**src/hdl/lshm_pkg.sv**
```systemverilog
package lshm_pkg;

    localparam int SAMPLE_BITS = 10;
    localparam int TIMER_BITS  = 24;
    localparam int THR_BITS    = 16;
    localparam int HYST_BITS   = 10;
    // Compare width: threshold plus or minus a margin never leaves this range.
    localparam int CMP_W       = THR_BITS + 2;
    localparam int CFG_IDX_W   = 2;
    localparam int CFG_DATA_W  = 24;
    localparam int QUEUE_DEPTH = 4;

    localparam logic signed [THR_BITS-1:0] THR_RESET     = 16'sh7FFF;
    localparam logic [HYST_BITS-1:0]       HYST_RESET    = 10'd16;
    localparam logic [TIMER_BITS-1:0]      TIMEOUT_RESET = TIMER_BITS'(1000);

    localparam logic [CFG_IDX_W-1:0] CFG_HYST_ON       = 2'd0;
    localparam logic [CFG_IDX_W-1:0] CFG_HYST_OFF      = 2'd1;
    localparam logic [CFG_IDX_W-1:0] CFG_CALIB_TIMEOUT = 2'd2;

    localparam logic [2:0] CMD_SAMPLE    = 3'd0;
    localparam logic [2:0] CMD_SET_THR   = 3'd1;
    localparam logic [2:0] CMD_CAL_START = 3'd2;
    localparam logic [2:0] CMD_CAL_EXIT  = 3'd3;
    localparam logic [2:0] CMD_TICK      = 3'd4;

    typedef enum logic [2:0] {
        OP_SAMPLE,
        OP_SET_THR,
        OP_CAL_START,
        OP_CAL_EXIT,
        OP_TICK
    } op_kind_t;

    typedef enum logic [1:0] {
        MODE_ON      = 2'd0,
        MODE_OFF     = 2'd1,
        MODE_CAL_ON  = 2'd2,
        MODE_CAL_OFF = 2'd3
    } mode_t;

    typedef enum logic [2:0] {
        SCR_LIGHTS_ON          = 3'd0,
        SCR_LIGHTS_OFF_DELAYED = 3'd1,
        SCR_CALIB_ON           = 3'd2,
        SCR_BLINK2             = 3'd3,
        SCR_BLINK3_ON          = 3'd4,
        SCR_BLINK_END_OFF      = 3'd5
    } script_t;

    typedef struct packed {
        logic [2:0]                 cmd;
        logic [SAMPLE_BITS-1:0]     light_sample;
        logic signed [THR_BITS-1:0] threshold_value;
    } cmd_req_t;

    typedef struct packed {
        logic [2:0] script_id;
        logic       high_priority;
        logic [1:0] new_mode;
        logic       last;
    } script_res_t;

    typedef struct packed {
        op_kind_t                   kind;
        logic [SAMPLE_BITS-1:0]     sample;
        logic signed [THR_BITS-1:0] threshold;
    } op_t;

    typedef struct packed {
        logic full;
        logic empty;
    } q_status_t;

endpackage

```
**src/hdl/lshm_front.sv**
```systemverilog
module lshm_front (
    input  logic                cmd_valid,
    output logic                cmd_ready,
    input  lshm_pkg::cmd_req_t  cmd_data,
    input  lshm_pkg::q_status_t q_status,
    output logic                push,
    output lshm_pkg::op_t       push_op
);

    logic known;

    assign cmd_ready = !q_status.full;

    // Decode the command; drop unknown codes here so they never reach the back end.
    always_comb
    begin
        known             = 1'b1;
        push_op.kind      = lshm_pkg::OP_SAMPLE;
        push_op.sample    = cmd_data.light_sample;
        push_op.threshold = cmd_data.threshold_value;
        case (cmd_data.cmd)
            lshm_pkg::CMD_SAMPLE:    push_op.kind = lshm_pkg::OP_SAMPLE;
            lshm_pkg::CMD_SET_THR:   push_op.kind = lshm_pkg::OP_SET_THR;
            lshm_pkg::CMD_CAL_START: push_op.kind = lshm_pkg::OP_CAL_START;
            lshm_pkg::CMD_CAL_EXIT:  push_op.kind = lshm_pkg::OP_CAL_EXIT;
            lshm_pkg::CMD_TICK:      push_op.kind = lshm_pkg::OP_TICK;
            default:                 known = 1'b0;
        endcase
    end

    assign push = cmd_valid && cmd_ready && known;

endmodule

```
**src/hdl/lshm_queue.sv**
```systemverilog
module lshm_queue #(
    parameter int DEPTH = lshm_pkg::QUEUE_DEPTH
) (
    input  logic                clk,
    input  logic                rst_n,
    input  logic                push,
    input  lshm_pkg::op_t       push_op,
    input  logic                pop,
    output lshm_pkg::op_t       head_op,
    output lshm_pkg::q_status_t q_status
);

    // Depth of two or more.
    localparam int PTR_W = $clog2(DEPTH);
    localparam int CNT_W = $clog2(DEPTH + 1);

    lshm_pkg::op_t    entry_reg [DEPTH];
    logic [PTR_W-1:0] wr_ptr_reg, wr_ptr_next;
    logic [PTR_W-1:0] rd_ptr_reg, rd_ptr_next;
    logic [CNT_W-1:0] count_reg, count_next;

    always_comb
    begin
        wr_ptr_next = wr_ptr_reg;
        rd_ptr_next = rd_ptr_reg;
        count_next  = count_reg;
        if (push)
        begin
            wr_ptr_next = (wr_ptr_reg == PTR_W'(DEPTH - 1)) ? '0 : wr_ptr_reg + 1'b1;
        end
        if (pop)
        begin
            rd_ptr_next = (rd_ptr_reg == PTR_W'(DEPTH - 1)) ? '0 : rd_ptr_reg + 1'b1;
        end
        if (push && !pop)
        begin
            count_next = count_reg + 1'b1;
        end
        else if (pop && !push)
        begin
            count_next = count_reg - 1'b1;
        end
    end

    always_ff @(posedge clk or negedge rst_n)
    begin
        if (!rst_n)
        begin
            wr_ptr_reg <= '0;
            rd_ptr_reg <= '0;
            count_reg  <= '0;
        end
        else
        begin
            wr_ptr_reg <= wr_ptr_next;
            rd_ptr_reg <= rd_ptr_next;
            count_reg  <= count_next;
        end
    end

    always_ff @(posedge clk)
    begin
        if (push)
        begin
            entry_reg[wr_ptr_reg] <= push_op;
        end
    end

    assign head_op        = entry_reg[rd_ptr_reg];
    assign q_status.full  = (count_reg == CNT_W'(DEPTH));
    assign q_status.empty = (count_reg == '0);

endmodule

```
**src/hdl/lshm_back.sv**
```systemverilog
module lshm_back (
    input  logic                              clk,
    input  logic                              rst_n,
    input  logic                              cfg_valid,
    output logic                              cfg_ready,
    input  logic [lshm_pkg::CFG_IDX_W-1:0]    cfg_index,
    input  logic [lshm_pkg::CFG_DATA_W-1:0]   cfg_data,
    input  lshm_pkg::op_t                     head_op,
    input  lshm_pkg::q_status_t               q_status,
    output logic                              pop,
    output logic                              script_valid,
    input  logic                              script_ready,
    output lshm_pkg::script_res_t             script_data
);

    localparam int CMP_W  = lshm_pkg::CMP_W;
    localparam int THR_W  = lshm_pkg::THR_BITS;
    localparam int HYST_W = lshm_pkg::HYST_BITS;
    localparam int SAMP_W = lshm_pkg::SAMPLE_BITS;
    localparam int TIM_W  = lshm_pkg::TIMER_BITS;

    function automatic lshm_pkg::script_res_t make_res(
        lshm_pkg::script_t s, logic hi, lshm_pkg::mode_t m, logic lst);
        lshm_pkg::script_res_t r;
        r.script_id     = s;
        r.high_priority = hi;
        r.new_mode      = m;
        r.last          = lst;
        return r;
    endfunction

    // Configuration registers
    logic [HYST_W-1:0] hyst_on_reg;
    logic [HYST_W-1:0] hyst_off_reg;
    logic [TIM_W-1:0]  timeout_reg;

    // Detector state
    lshm_pkg::mode_t         mode_reg, mode_next;
    logic signed [THR_W-1:0] thr_reg, thr_next;
    logic [TIM_W-1:0]        remain_reg, remain_next;
    logic                    running_reg, running_next;

    // Output stage and the second result of a calibration exit
    logic                  out_valid_reg, out_valid_next;
    lshm_pkg::script_res_t out_data_reg, out_data_next;
    logic                  pend_reg, pend_next;
    lshm_pkg::script_res_t pend_data_reg, pend_data_next;

    logic signed [CMP_W-1:0] samp_x, thr_x, hon_x, hoff_x;
    logic                    enter, leave, load;
    logic [1:0]              n_res;
    lshm_pkg::script_res_t   res0, res1;

    assign cfg_ready = 1'b1;

    always_ff @(posedge clk or negedge rst_n)
    begin
        if (!rst_n)
        begin
            hyst_on_reg  <= lshm_pkg::HYST_RESET;
            hyst_off_reg <= lshm_pkg::HYST_RESET;
            timeout_reg  <= lshm_pkg::TIMEOUT_RESET;
        end
        else if (cfg_valid)
        begin
            case (cfg_index)
                lshm_pkg::CFG_HYST_ON:       hyst_on_reg  <= cfg_data[HYST_W-1:0];
                lshm_pkg::CFG_HYST_OFF:      hyst_off_reg <= cfg_data[HYST_W-1:0];
                lshm_pkg::CFG_CALIB_TIMEOUT: timeout_reg  <= cfg_data[TIM_W-1:0];
                default:                     ;
            endcase
        end
    end

    assign samp_x = {{(CMP_W - SAMP_W){1'b0}}, head_op.sample};
    assign thr_x  = {{(CMP_W - THR_W){thr_reg[THR_W-1]}}, thr_reg};
    assign hon_x  = {{(CMP_W - HYST_W){1'b0}}, hyst_on_reg};
    assign hoff_x = {{(CMP_W - HYST_W){1'b0}}, hyst_off_reg};

    // Execute the operation at the queue head against the current state.
    always_comb
    begin
        mode_next    = mode_reg;
        thr_next     = thr_reg;
        remain_next  = remain_reg;
        running_next = running_reg;
        enter        = 1'b0;
        leave        = 1'b0;
        n_res        = 2'd0;
        res0         = '0;
        res1         = '0;
        case (head_op.kind)
            lshm_pkg::OP_SAMPLE:
            begin
                case (mode_reg)
                    lshm_pkg::MODE_OFF:
                    begin
                        if (samp_x < thr_x - hon_x)
                        begin
                            mode_next = lshm_pkg::MODE_ON;
                            n_res     = 2'd1;
                            res0      = make_res(lshm_pkg::SCR_LIGHTS_ON, 1'b0,
                                                 lshm_pkg::MODE_ON, 1'b1);
                        end
                    end
                    lshm_pkg::MODE_ON:
                    begin
                        if (samp_x >= thr_x + hoff_x)
                        begin
                            mode_next = lshm_pkg::MODE_OFF;
                            n_res     = 2'd1;
                            res0      = make_res(lshm_pkg::SCR_LIGHTS_OFF_DELAYED, 1'b0,
                                                 lshm_pkg::MODE_OFF, 1'b1);
                        end
                    end
                    lshm_pkg::MODE_CAL_OFF:
                    begin
                        if (samp_x < thr_x)
                        begin
                            mode_next = lshm_pkg::MODE_CAL_ON;
                            n_res     = 2'd1;
                            res0      = make_res(lshm_pkg::SCR_CALIB_ON, 1'b0,
                                                 lshm_pkg::MODE_CAL_ON, 1'b1);
                        end
                    end
                    default:
                    begin
                        if (samp_x >= thr_x)
                        begin
                            mode_next = lshm_pkg::MODE_CAL_OFF;
                            n_res     = 2'd1;
                            res0      = make_res(lshm_pkg::SCR_LIGHTS_ON, 1'b0,
                                                 lshm_pkg::MODE_CAL_OFF, 1'b1);
                        end
                    end
                endcase
            end
            lshm_pkg::OP_SET_THR:
            begin
                if (head_op.threshold != thr_reg)
                begin
                    thr_next = head_op.threshold;
                    enter    = 1'b1;
                end
            end
            lshm_pkg::OP_CAL_START: enter = 1'b1;
            lshm_pkg::OP_CAL_EXIT:  leave = 1'b1;
            lshm_pkg::OP_TICK:
            begin
                if (running_reg)
                begin
                    if (remain_reg <= TIM_W'(1))
                    begin
                        leave = 1'b1;
                    end
                    else
                    begin
                        remain_next = remain_reg - 1'b1;
                    end
                end
            end
            default: ;
        endcase

        // Enter calibration only from a normal mode.
        if (enter && (mode_reg == lshm_pkg::MODE_ON || mode_reg == lshm_pkg::MODE_OFF))
        begin
            remain_next  = timeout_reg;
            running_next = 1'b1;
            n_res        = 2'd1;
            if (mode_reg == lshm_pkg::MODE_OFF)
            begin
                mode_next = lshm_pkg::MODE_CAL_OFF;
                res0      = make_res(lshm_pkg::SCR_BLINK3_ON, 1'b0,
                                     lshm_pkg::MODE_CAL_OFF, 1'b1);
            end
            else
            begin
                mode_next = lshm_pkg::MODE_CAL_ON;
                res0      = make_res(lshm_pkg::SCR_BLINK2, 1'b0,
                                     lshm_pkg::MODE_CAL_ON, 1'b1);
            end
        end

        // Stop the counter; emit the end script pair only when calibrating.
        if (leave)
        begin
            running_next = 1'b0;
            remain_next  = '0;
            if (mode_reg == lshm_pkg::MODE_CAL_ON)
            begin
                mode_next = lshm_pkg::MODE_ON;
                n_res     = 2'd2;
                res0      = make_res(lshm_pkg::SCR_BLINK2, 1'b1, lshm_pkg::MODE_ON, 1'b0);
                res1      = make_res(lshm_pkg::SCR_LIGHTS_ON, 1'b0, lshm_pkg::MODE_ON, 1'b1);
            end
            else if (mode_reg == lshm_pkg::MODE_CAL_OFF)
            begin
                mode_next = lshm_pkg::MODE_OFF;
                n_res     = 2'd2;
                res0      = make_res(lshm_pkg::SCR_BLINK_END_OFF, 1'b1,
                                     lshm_pkg::MODE_OFF, 1'b0);
                res1      = make_res(lshm_pkg::SCR_LIGHTS_OFF_DELAYED, 1'b0,
                                     lshm_pkg::MODE_OFF, 1'b1);
            end
        end
    end

    // Refill the output register when it is empty or being taken.
    assign load = !out_valid_reg || script_ready;
    assign pop  = load && !pend_reg && !q_status.empty;

    always_comb
    begin
        out_valid_next = out_valid_reg;
        out_data_next  = out_data_reg;
        pend_next      = pend_reg;
        pend_data_next = pend_data_reg;
        if (load)
        begin
            if (pend_reg)
            begin
                out_valid_next = 1'b1;
                out_data_next  = pend_data_reg;
                pend_next      = 1'b0;
            end
            else if (!q_status.empty)
            begin
                out_valid_next = (n_res != 2'd0);
                out_data_next  = res0;
                pend_next      = (n_res == 2'd2);
                pend_data_next = res1;
            end
            else
            begin
                out_valid_next = 1'b0;
            end
        end
    end

    always_ff @(posedge clk or negedge rst_n)
    begin
        if (!rst_n)
        begin
            mode_reg      <= lshm_pkg::MODE_ON;
            thr_reg       <= lshm_pkg::THR_RESET;
            remain_reg    <= '0;
            running_reg   <= 1'b0;
            out_valid_reg <= 1'b0;
            pend_reg      <= 1'b0;
        end
        else
        begin
            if (pop)
            begin
                mode_reg    <= mode_next;
                thr_reg     <= thr_next;
                remain_reg  <= remain_next;
                running_reg <= running_next;
            end
            out_valid_reg <= out_valid_next;
            pend_reg      <= pend_next;
        end
    end

    always_ff @(posedge clk)
    begin
        out_data_reg  <= out_data_next;
        pend_data_reg <= pend_data_next;
    end

    assign script_valid = out_valid_reg;
    assign script_data  = out_data_reg;

endmodule

```
**src/hdl/light_sensor_hysteresis_monitor_top.sv**
```systemverilog
// Channel   Direction  Payload                     Completes when
// cmd       in         lshm_pkg::cmd_req_t         cmd_valid && cmd_ready
// script    out        lshm_pkg::script_res_t      script_valid && script_ready
// cfg       in         cfg_index, cfg_data         cfg_valid && cfg_ready (always ready)
//
// A request is taken every cycle while the command queue has room; it is written into the
// queue and then loaded into the output register before its first result is valid.
// The back end retires one request a cycle while its output register can load; a calibration
// exit holds it until its second result has also been loaded into the output register.
// Reset (rst_n low, asynchronous) empties queue and output, sets lights-on, threshold 32767.
// A stalled script port backs up into the queue and then drops cmd_ready.
module light_sensor_hysteresis_monitor_top #(
    parameter int QUEUE_DEPTH = lshm_pkg::QUEUE_DEPTH
) (
    input  logic                            clk,
    input  logic                            rst_n,
    input  logic                            cmd_valid,
    output logic                            cmd_ready,
    input  lshm_pkg::cmd_req_t              cmd_data,
    output logic                            script_valid,
    input  logic                            script_ready,
    output lshm_pkg::script_res_t           script_data,
    input  logic                            cfg_valid,
    output logic                            cfg_ready,
    input  logic [lshm_pkg::CFG_IDX_W-1:0]  cfg_index,
    input  logic [lshm_pkg::CFG_DATA_W-1:0] cfg_data
);

    logic                push;
    logic                pop;
    lshm_pkg::op_t       push_op;
    lshm_pkg::op_t       head_op;
    lshm_pkg::q_status_t q_status;

    // Front end: decode requests and drop unknown commands.
    lshm_front u_front (
        .cmd_valid (cmd_valid),
        .cmd_ready (cmd_ready),
        .cmd_data  (cmd_data),
        .q_status  (q_status),
        .push      (push),
        .push_op   (push_op)
    );

    // Decoupling queue: hold decoded operations while the back end stalls.
    lshm_queue #(
        .DEPTH (QUEUE_DEPTH)
    ) u_queue (
        .clk      (clk),
        .rst_n    (rst_n),
        .push     (push),
        .push_op  (push_op),
        .pop      (pop),
        .head_op  (head_op),
        .q_status (q_status)
    );

    // Back end: hysteresis compare, calibration timer, mode state and result output.
    lshm_back u_back (
        .clk          (clk),
        .rst_n        (rst_n),
        .cfg_valid    (cfg_valid),
        .cfg_ready    (cfg_ready),
        .cfg_index    (cfg_index),
        .cfg_data     (cfg_data),
        .head_op      (head_op),
        .q_status     (q_status),
        .pop          (pop),
        .script_valid (script_valid),
        .script_ready (script_ready),
        .script_data  (script_data)
    );

endmodule

```
**config.mk**
```make
export PLATFORM = sky130hd
export DESIGN_NAME = light_sensor_hysteresis_monitor_top
export DESIGN_NICKNAME = d
export VERILOG_FILES = /design/src/hdl/lshm_pkg.sv /design/src/hdl/lshm_front.sv /design/src/hdl/lshm_queue.sv /design/src/hdl/lshm_back.sv /design/src/hdl/light_sensor_hysteresis_monitor_top.sv
export SDC_FILE = /design/constraint.sdc
export NUM_CORES = 1
export LEC_CHECK = 0
export BUFFER_PORTS_ARGS = -buffer_cell sky130_fd_sc_hd__buf_2
export CORE_MARGIN = 1.5
export CORE_UTILIZATION = 32
export CTS_BUF_LIST = sky130_fd_sc_hd__clkbuf_16
export DETAILED_ROUTE_END_ITERATION = 7
export SLEW_MARGIN = 20
export SYNTH_ARGS = -nofsm -noshare
export SYNTH_HDL_FRONTEND = slang
export SYNTH_SLANG_ARGS = --single-unit
export TNS_END_PERCENT = 100
```
**constraint.sdc**
```tcl
create_clock -name clk -period 4.3 [get_ports clk]
set_clock_uncertainty 0.1 [all_clocks]
set_input_delay 0.86 -clock clk [delete_from_list [all_inputs] [get_ports clk]]
set_output_delay 0.86 -clock clk [all_outputs]
set_load 0.1 [all_outputs]
```
# Word level (Yosys, flattened, before mapping)
# Memories as Yosys holds them, arrays and structs flattened.
# Index checks and enable logic that the tools add are counted.
# Widths: inputs -> output; s select.
[totals] register_bits=108 mem_bits_rw=116 input_bits=60 word_cells=151 memories=1
[memory_table] name="u_queue.entry_reg" depth=4 width=29 rd=1 rd_clocked_by_memory_dff=0 wr=1 line_no="lshm_queue.sv:17" text="lshm_pkg::op_t entry_reg [DEPTH];"
[op_classes] n_addsub=7 n_lt_le_gt_ge=5 eq_ne=20 mux=60 bitwise_logic=3 n_reduce_logical=35
[ops] operator="$mux 24" n=5
[ops] operator="$mux 7" n=8
[ops] operator="$mux 2" n=16
[ops] operator="$le 24x1->1 const B" n=1
[ops] operator="$sub 24x1->24 const B" n=1
[ops] operator="$pmux 7 s3" n=1
[ops] operator="$mux 1" n=19
[ops] operator="$ge 11x18->1" n=1
[ops] operator="$lt 11x18->1" n=1
[ops] operator="$add 16x11->17" n=1
[ops] operator="$sub 16x11->17" n=1
[ops] operator="$ge 11x16->1" n=1
[ops] operator="$lt 11x16->1" n=1
[ops] operator="$ne 16x16->1" n=1
[ops] operator="$eq 2x2->1 const B" n=6
[ops] operator="$eq 3x2->1 const B" n=4
[ops] operator="$pmux 2 s3" n=2
[ops] operator="$pmux 3 s4" n=1
[ops] operator="$mux 5" n=2
[ops] operator="$reduce_and 2->1" n=5
[ops] operator="$eq 3x3->1 const B" n=3
[ops] operator="$logic_not 3->1" n=3
[ops] operator="$mux 3" n=3
[ops] operator="$logic_and 1x1->1" n=7
[ops] operator="other kinds (19)" n=36

# Logic depth before layout (Yosys ltp)
[depth] word_depth=12 mapped_depth=19 ltp_nobuf=19

# By module
# From an unflattened synthesis, not the netlist that was laid out.
[unflattened] cells_unflattened=953 hier_area_um2=11618.6
[modules_own_cells] module="lshm_back" n_inst=1 cells_per_inst=733 area_per_inst_um2=6785.3 seq_area_each_um2=2526.2
[modules_own_cells] module="lshm_queue" n_inst=1 cells_per_inst=188 area_per_inst_um2=4599.4 seq_area_each_um2=3658.5
[modules_own_cells] module="lshm_front" n_inst=1 cells_per_inst=32 area_per_inst_um2=234.0 seq_area_each_um2=0.0

# Least setup slack after synthesis
# Ideal clock, no wire load.
[synth_timing] path_kind="register to register" from="register u_back.thr_reg[0]" to="register u_back.out_data_reg (netlist bit u_back.script_data[0]) (data pin)" t_arrival_ns=3.718 required_time_ns=4.048 slack_ns=0.330 path_stages_with_launch=18 path_buffers=0 period_less_slack_ns=3.970 path_cell_list="dfstp_2 inv_1 ha_1 inv_1 fa_1 a21o_1 a41oi_1 a21boi_0 xor2_1 ha_1 a21o_1 a2111oi_0 a221oi_1 o211a_1 and4b_1 a211oi_1 o31ai_1 a31oi_1"
[synth_via] elab_chain_cells=11
[synth_lines] element="start, declared" line_no="lshm_back.sv:39" text="logic signed [THR_W-1:0] thr_reg, thr_next;"
[synth_lines] element="start signal, assigned" line_no="lshm_back.sv:246" text="thr_reg <= lshm_pkg::THR_RESET;"
[synth_lines] element="start signal, assigned" line_no="lshm_back.sv:257" text="thr_reg <= thr_next;"
[synth_lines] element="$add 16x11->17 / $sub 16x11->17 (equally long branches)" line_no="lshm_back.sv:108, lshm_back.sv:98"
[synth_lines] element="$ge 11x18->1 / $lt 11x18->1 (equally long branches)" line_no="lshm_back.sv:108, lshm_back.sv:98"
[synth_lines] element="$mux 5 / $mux 1 (equally long branches)" line_no="lshm_back.sv:108, lshm_back.sv:98"
[synth_lines] element="$pmux 7 s3" line_no="lshm_back.sv:95" text="case (mode_reg)"
[synth_lines] element="$mux 7" line_no="lshm_back.sv:92" text="case (head_op.kind)"
[synth_lines] element="$mux 7 (*)" line_no="lshm_back.sv:166" text="if (enter && (mode_reg == lshm_pkg::MODE_ON || mode_reg == lshm_pkg::MODE_OFF))"
[synth_lines] element="$mux 7" line_no="lshm_back.sv:197" text="else if (mode_reg == lshm_pkg::MODE_CAL_OFF)"
[synth_lines] element="$mux 7" line_no="lshm_back.sv:190" text="if (mode_reg == lshm_pkg::MODE_CAL_ON)"
[synth_lines] element="$mux 7 (*)" line_no="lshm_back.sv:186" text="if (leave)"
[synth_lines] element="$mux 7 (*)" line_no="lshm_back.sv:227" text="else if (!q_status.empty)"
[synth_lines] element="$mux 7 (*)" line_no="lshm_back.sv:221" text="if (pend_reg)"
[synth_lines] element="end signal, assigned" line_no="lshm_back.sv:268" text="out_data_reg <= out_data_next;"
[synth_lines] element="end, declared" line_no="lshm_back.sv:45" text="lshm_pkg::script_res_t out_data_reg, out_data_next;"
# Mark *: on every way between the ends. The rest lies on a longest branch, timed or not. The select of a mux whose other input is x is not followed.
# A chain may end at the register's enable or synchronous reset.

# Worst setup path in the final report
# Same ends and word-level chain as after synthesis.

==> flow_metrics.py <==
metrics = {
    "outcome": {
        "status": "finished clean",
    },
    "synth": {
        "synth_cells": 915,
        "yosys.cell_count.top_type": "edfxtp_1",
        "yosysTopAreaCellShare_pct": 33.2,
        "syn_nets": 1035,
        "yosys_warnings": 0,
        "synth_area_um2": 11300,
        "synth_edf_count": 125,
        "synthTopCellsByCount": "edfxtp_1 (125), o21ai_0 (78), dfrtp_1 (73)",
        "synth_flop_cell": "edfxtp_1",
        "avgSynthCellArea_um2": 12.4,
        "ys_seq_area_share_pct": 54.6,
        "synth_seq_cells": 221,
        "yosysTopAreaCell": "edfxtp_1",
        "ys_async_sr_fraction_pct": 43.4,
        "synthTopCellsByArea": "edfxtp_1 (33%), dfrtp_1 (16%), ha_1 (6.3%)",
        "yosys.cell_types.count": 72,
    },
    "finish": {
        "final_cell_area_um2": 13100,
        "fin_nets": 1114,
        "fillers": 3341,
        "largest_register_ffs": 116,
        "area_delta_synth_final_pct": 16.0,
        "drive_gt1_share_pct": 23.0,
    },
    "route": {
        "top_layer": "met5",
        "drt_wl_total_mm": 25.2,
        "dr_wl_met3_um": 986,
        "met2WireLength_mm": 11.7,
        "ant_nets": 0,
        "drt_iter0_drc": 474,
        "wl_met1_mm": 12.1,
        "first_pass_iters": 5,
        "post_drt_wl_per_cell_um": 17.2,
        "routed-via-count": 7364,
        "vias_per_cell": 5.03,
        "route.detailed.drc": 0,
    },
    "placement": {
        "port_buffers": 68,
        "post-place-ws_ns": -0.0184,
        "place.detailed.hpwl_mm": 18.1,
        "gp_congestion": 0.815,
        "postPlaceCellArea_um2": 12300,
    },
    "power_and_ir_drop": {
        "seq_power_share_pct": 32.0,
        "switching_share_pct": 39.9,
        "intPower_mw": 6.17,
        "pwr-share-comb_pct": 46.9,
        "leakage_nw": 5.21,
        "power-per-cell-area_nw_per_um2": 782,
        "ir_worst_vdd_mv": 0.446,
        "pwr-share-clk_pct": 21.1,
        "p_switching_mw": 4.10,
    },
    "worst_setup_path": {
        "cp_data_arrival_time_ns": 4.35,
        "cp-start-kind": "flop",
        "end_kind": "flop",
        "critical_path_class": "reg -> reg",
        "worstPathMaxFanout": 2,
        "crit_required_ns": 4.58,
    },
    "clock_network": {
        "cts_tree": "done",
        "post_cts_buffers": 0,
        "root_buffer": "clkbuf_16",
        "cts_buffers": 24,
        "ctsLongestPathBuffers": 3,
        "clk_pin_slew_ns": 0.06,
        "clk_latency_ns": 0.54,
        "cts.sinks": 221,
        "ctsHtreeMaxLevel": 1,
    },
    "worst_hold_path": {
        "min_path_type": "in -> async",
    },
    "job": {
        "drv_cap": 0,
    },
    "timing": {
        "finalHoldViolCount": 0,
        "max_clock_freq_mhz": 246,
        "setup_viol": 0,
        "slew_viol_final": 0,
        "tightest_slew_ns": 0.856,
        "slew_headroom_pct": 42.6,
        "layout_min_cycle_time_ns": 4.07,
        "rsz0062_at_grt": "false",
        "fin_ws_ns": 0.231,
        "finalCritPeriodShare_pct": 94.6,
    },
    "global_routing": {
        "antenna_found_initial": 2,
        "grt_pass1_wl_mm": 40.4,
        "grt_start_max_net_pins": 62,
        "grt_overflow": 0,
        "grt_pass1_vias": 7585,
        "track_usage_pct": 14.1,
    },
    "floorplanning": {
        "die_w_um": 191,
        "start_util_pct": 32.6,
        "die-area_um2": 36500,
        "num_io_pins": 70,
        "die-height_um": 191,
        "coreArea_um2": 34700,
        "num_rows": 68,
    },
}
[critical path, cell delays in order, from the launching register on]
cell	delay, ns
dfstp_2	0.37
inv_1	0.07
ha_1	0.17
inv_1	0.06
fa_1	0.40
a21o_1	0.19
a41oi_1	0.24
a21boi_1	0.21
xor2_1	0.17
ha_1	0.26
a21o_1	0.20
a2111oi_2	0.43
a221oi_1	0.14
o211a_1	0.17
and4b_1	0.23
a211oi_2	0.22
o31ai_1	0.11
a31oi_1	0.18
[area by class of cell]
cell class / count / area, µm² / share of cell area (%)
diodes: 1 / 2.50 / 0.0191
clock buffers: 24 / 601 / 4.57
clock inverters: 16 / 228 / 1.73
inverters: 43 / 161 / 1.23
multi-input cells: 613 / 4810 / 36.6
flip-flops and latches: 221 / 6190 / 47.1
well taps: 455 / 569 / 4.33
repair buffers: 91 / 578 / 4.40
[through the flow]
step / hold WS (ns) / util, % / power, mW / cells / setup TNS (ns)
2_1_floorplan: 0.341 / - / 6.84 / 915 / 0
3_3_place_gp: 0.364 / 35.4 / 8.04 / 1423 / 0
3_5_place_dp: 0.375 / 35.4 / 8.11 / 1423 / -0.0184
4_1_cts: 0.336 / 37.8 / 10.3 / 1463 / 0
5_1_grt: 0.378 / 37.8 / 11.0 / 1463 / 0
6_report: 0.325 / 37.8 / 10.3 / 1464 / 0
[path summary, 6_finish.rpt]
check                           cells past startpoint                endpoint  slack (ns)                  start
worst max-delay path                               17   u_back.script_data[0]        0.23      u_back.thr_reg[0]
worst min-delay path                                1   u_back.hyst_on_reg[1]        0.32                  rst_n
worst max register to register                     17   u_back.script_data[0]        0.23      u_back.thr_reg[0]
worst min register to register                      2   u_back.remain_reg[16]        0.39  u_back.remain_reg[16]
max in group asynchronous                           2  u_back.timeout_reg[15]        3.06                  rst_n
min in group clk                                    2   u_back.remain_reg[16]        0.39  u_back.remain_reg[16]
[routing by layer]
layer  vias up  track usage, %
met2       138            22.9
met4         2            3.00
li1       3585               -
met1      3604            19.8
met5         -               0
met3        35            2.40
[cells in the final DEF, fill, tap and decap left out, drive strengths merged, types with 5 or more instances in the layout]
cell	netlist	layout
edfxtp	125	125
o21ai	93	93
buf	11	91
dfrtp	73	73
nand2	70	70
ha	57	57
nor2	49	49
inv	43	47
mux2	40	40
a21oi	35	35
mux4	29	29
mux2i	25	25
nor3	25	25
clkbuf	27	24
xnor2	23	23
dfstp	23	23
nor4	15	15
a21o	13	13
nand3	12	12
xor2	11	11
nor2b	8	8
nand2b	8	8
o211ai	7	7
nand4	7	7
and2	7	7
a2111oi	6	6
bufinv	0	5
a211oi	5	5
clkinv	0	5
[power by group through the flow]
stage                     clock network [mW]  registers (mW)  logic, mW
final                                   2.16            3.29       4.82
after detailed placement                   0            3.32       4.78
after CTS                               2.22            3.29       4.82
after floorplan                            0            3.31       3.53
after global placement                     0            3.31       4.73
after global routing                    2.30            3.36       5.37
[logic make-up after synthesis]
logic type | after synthesis | synth area share [%]
xor gates and xnor gates | 34 | 2.63
muxes | 94 | 12.0
other | 1 | 0.0331
DFF | 221 | 54.6
buffers and inverters | 81 | 3.27
AOI/OAI and AO/OA | 195 | 10.5
adders and majority gates | 61 | 6.92
and+or+nand+nor | 228 | 10.1
[what timing repair did]
action | in CTS | in global routing
resized for setup | 1 | 7
hold buffers | 0 | 0
pin swaps | 0 | 1
setup endpoints to repair | 1 | 4
Power figures use the tool's default switching activity.
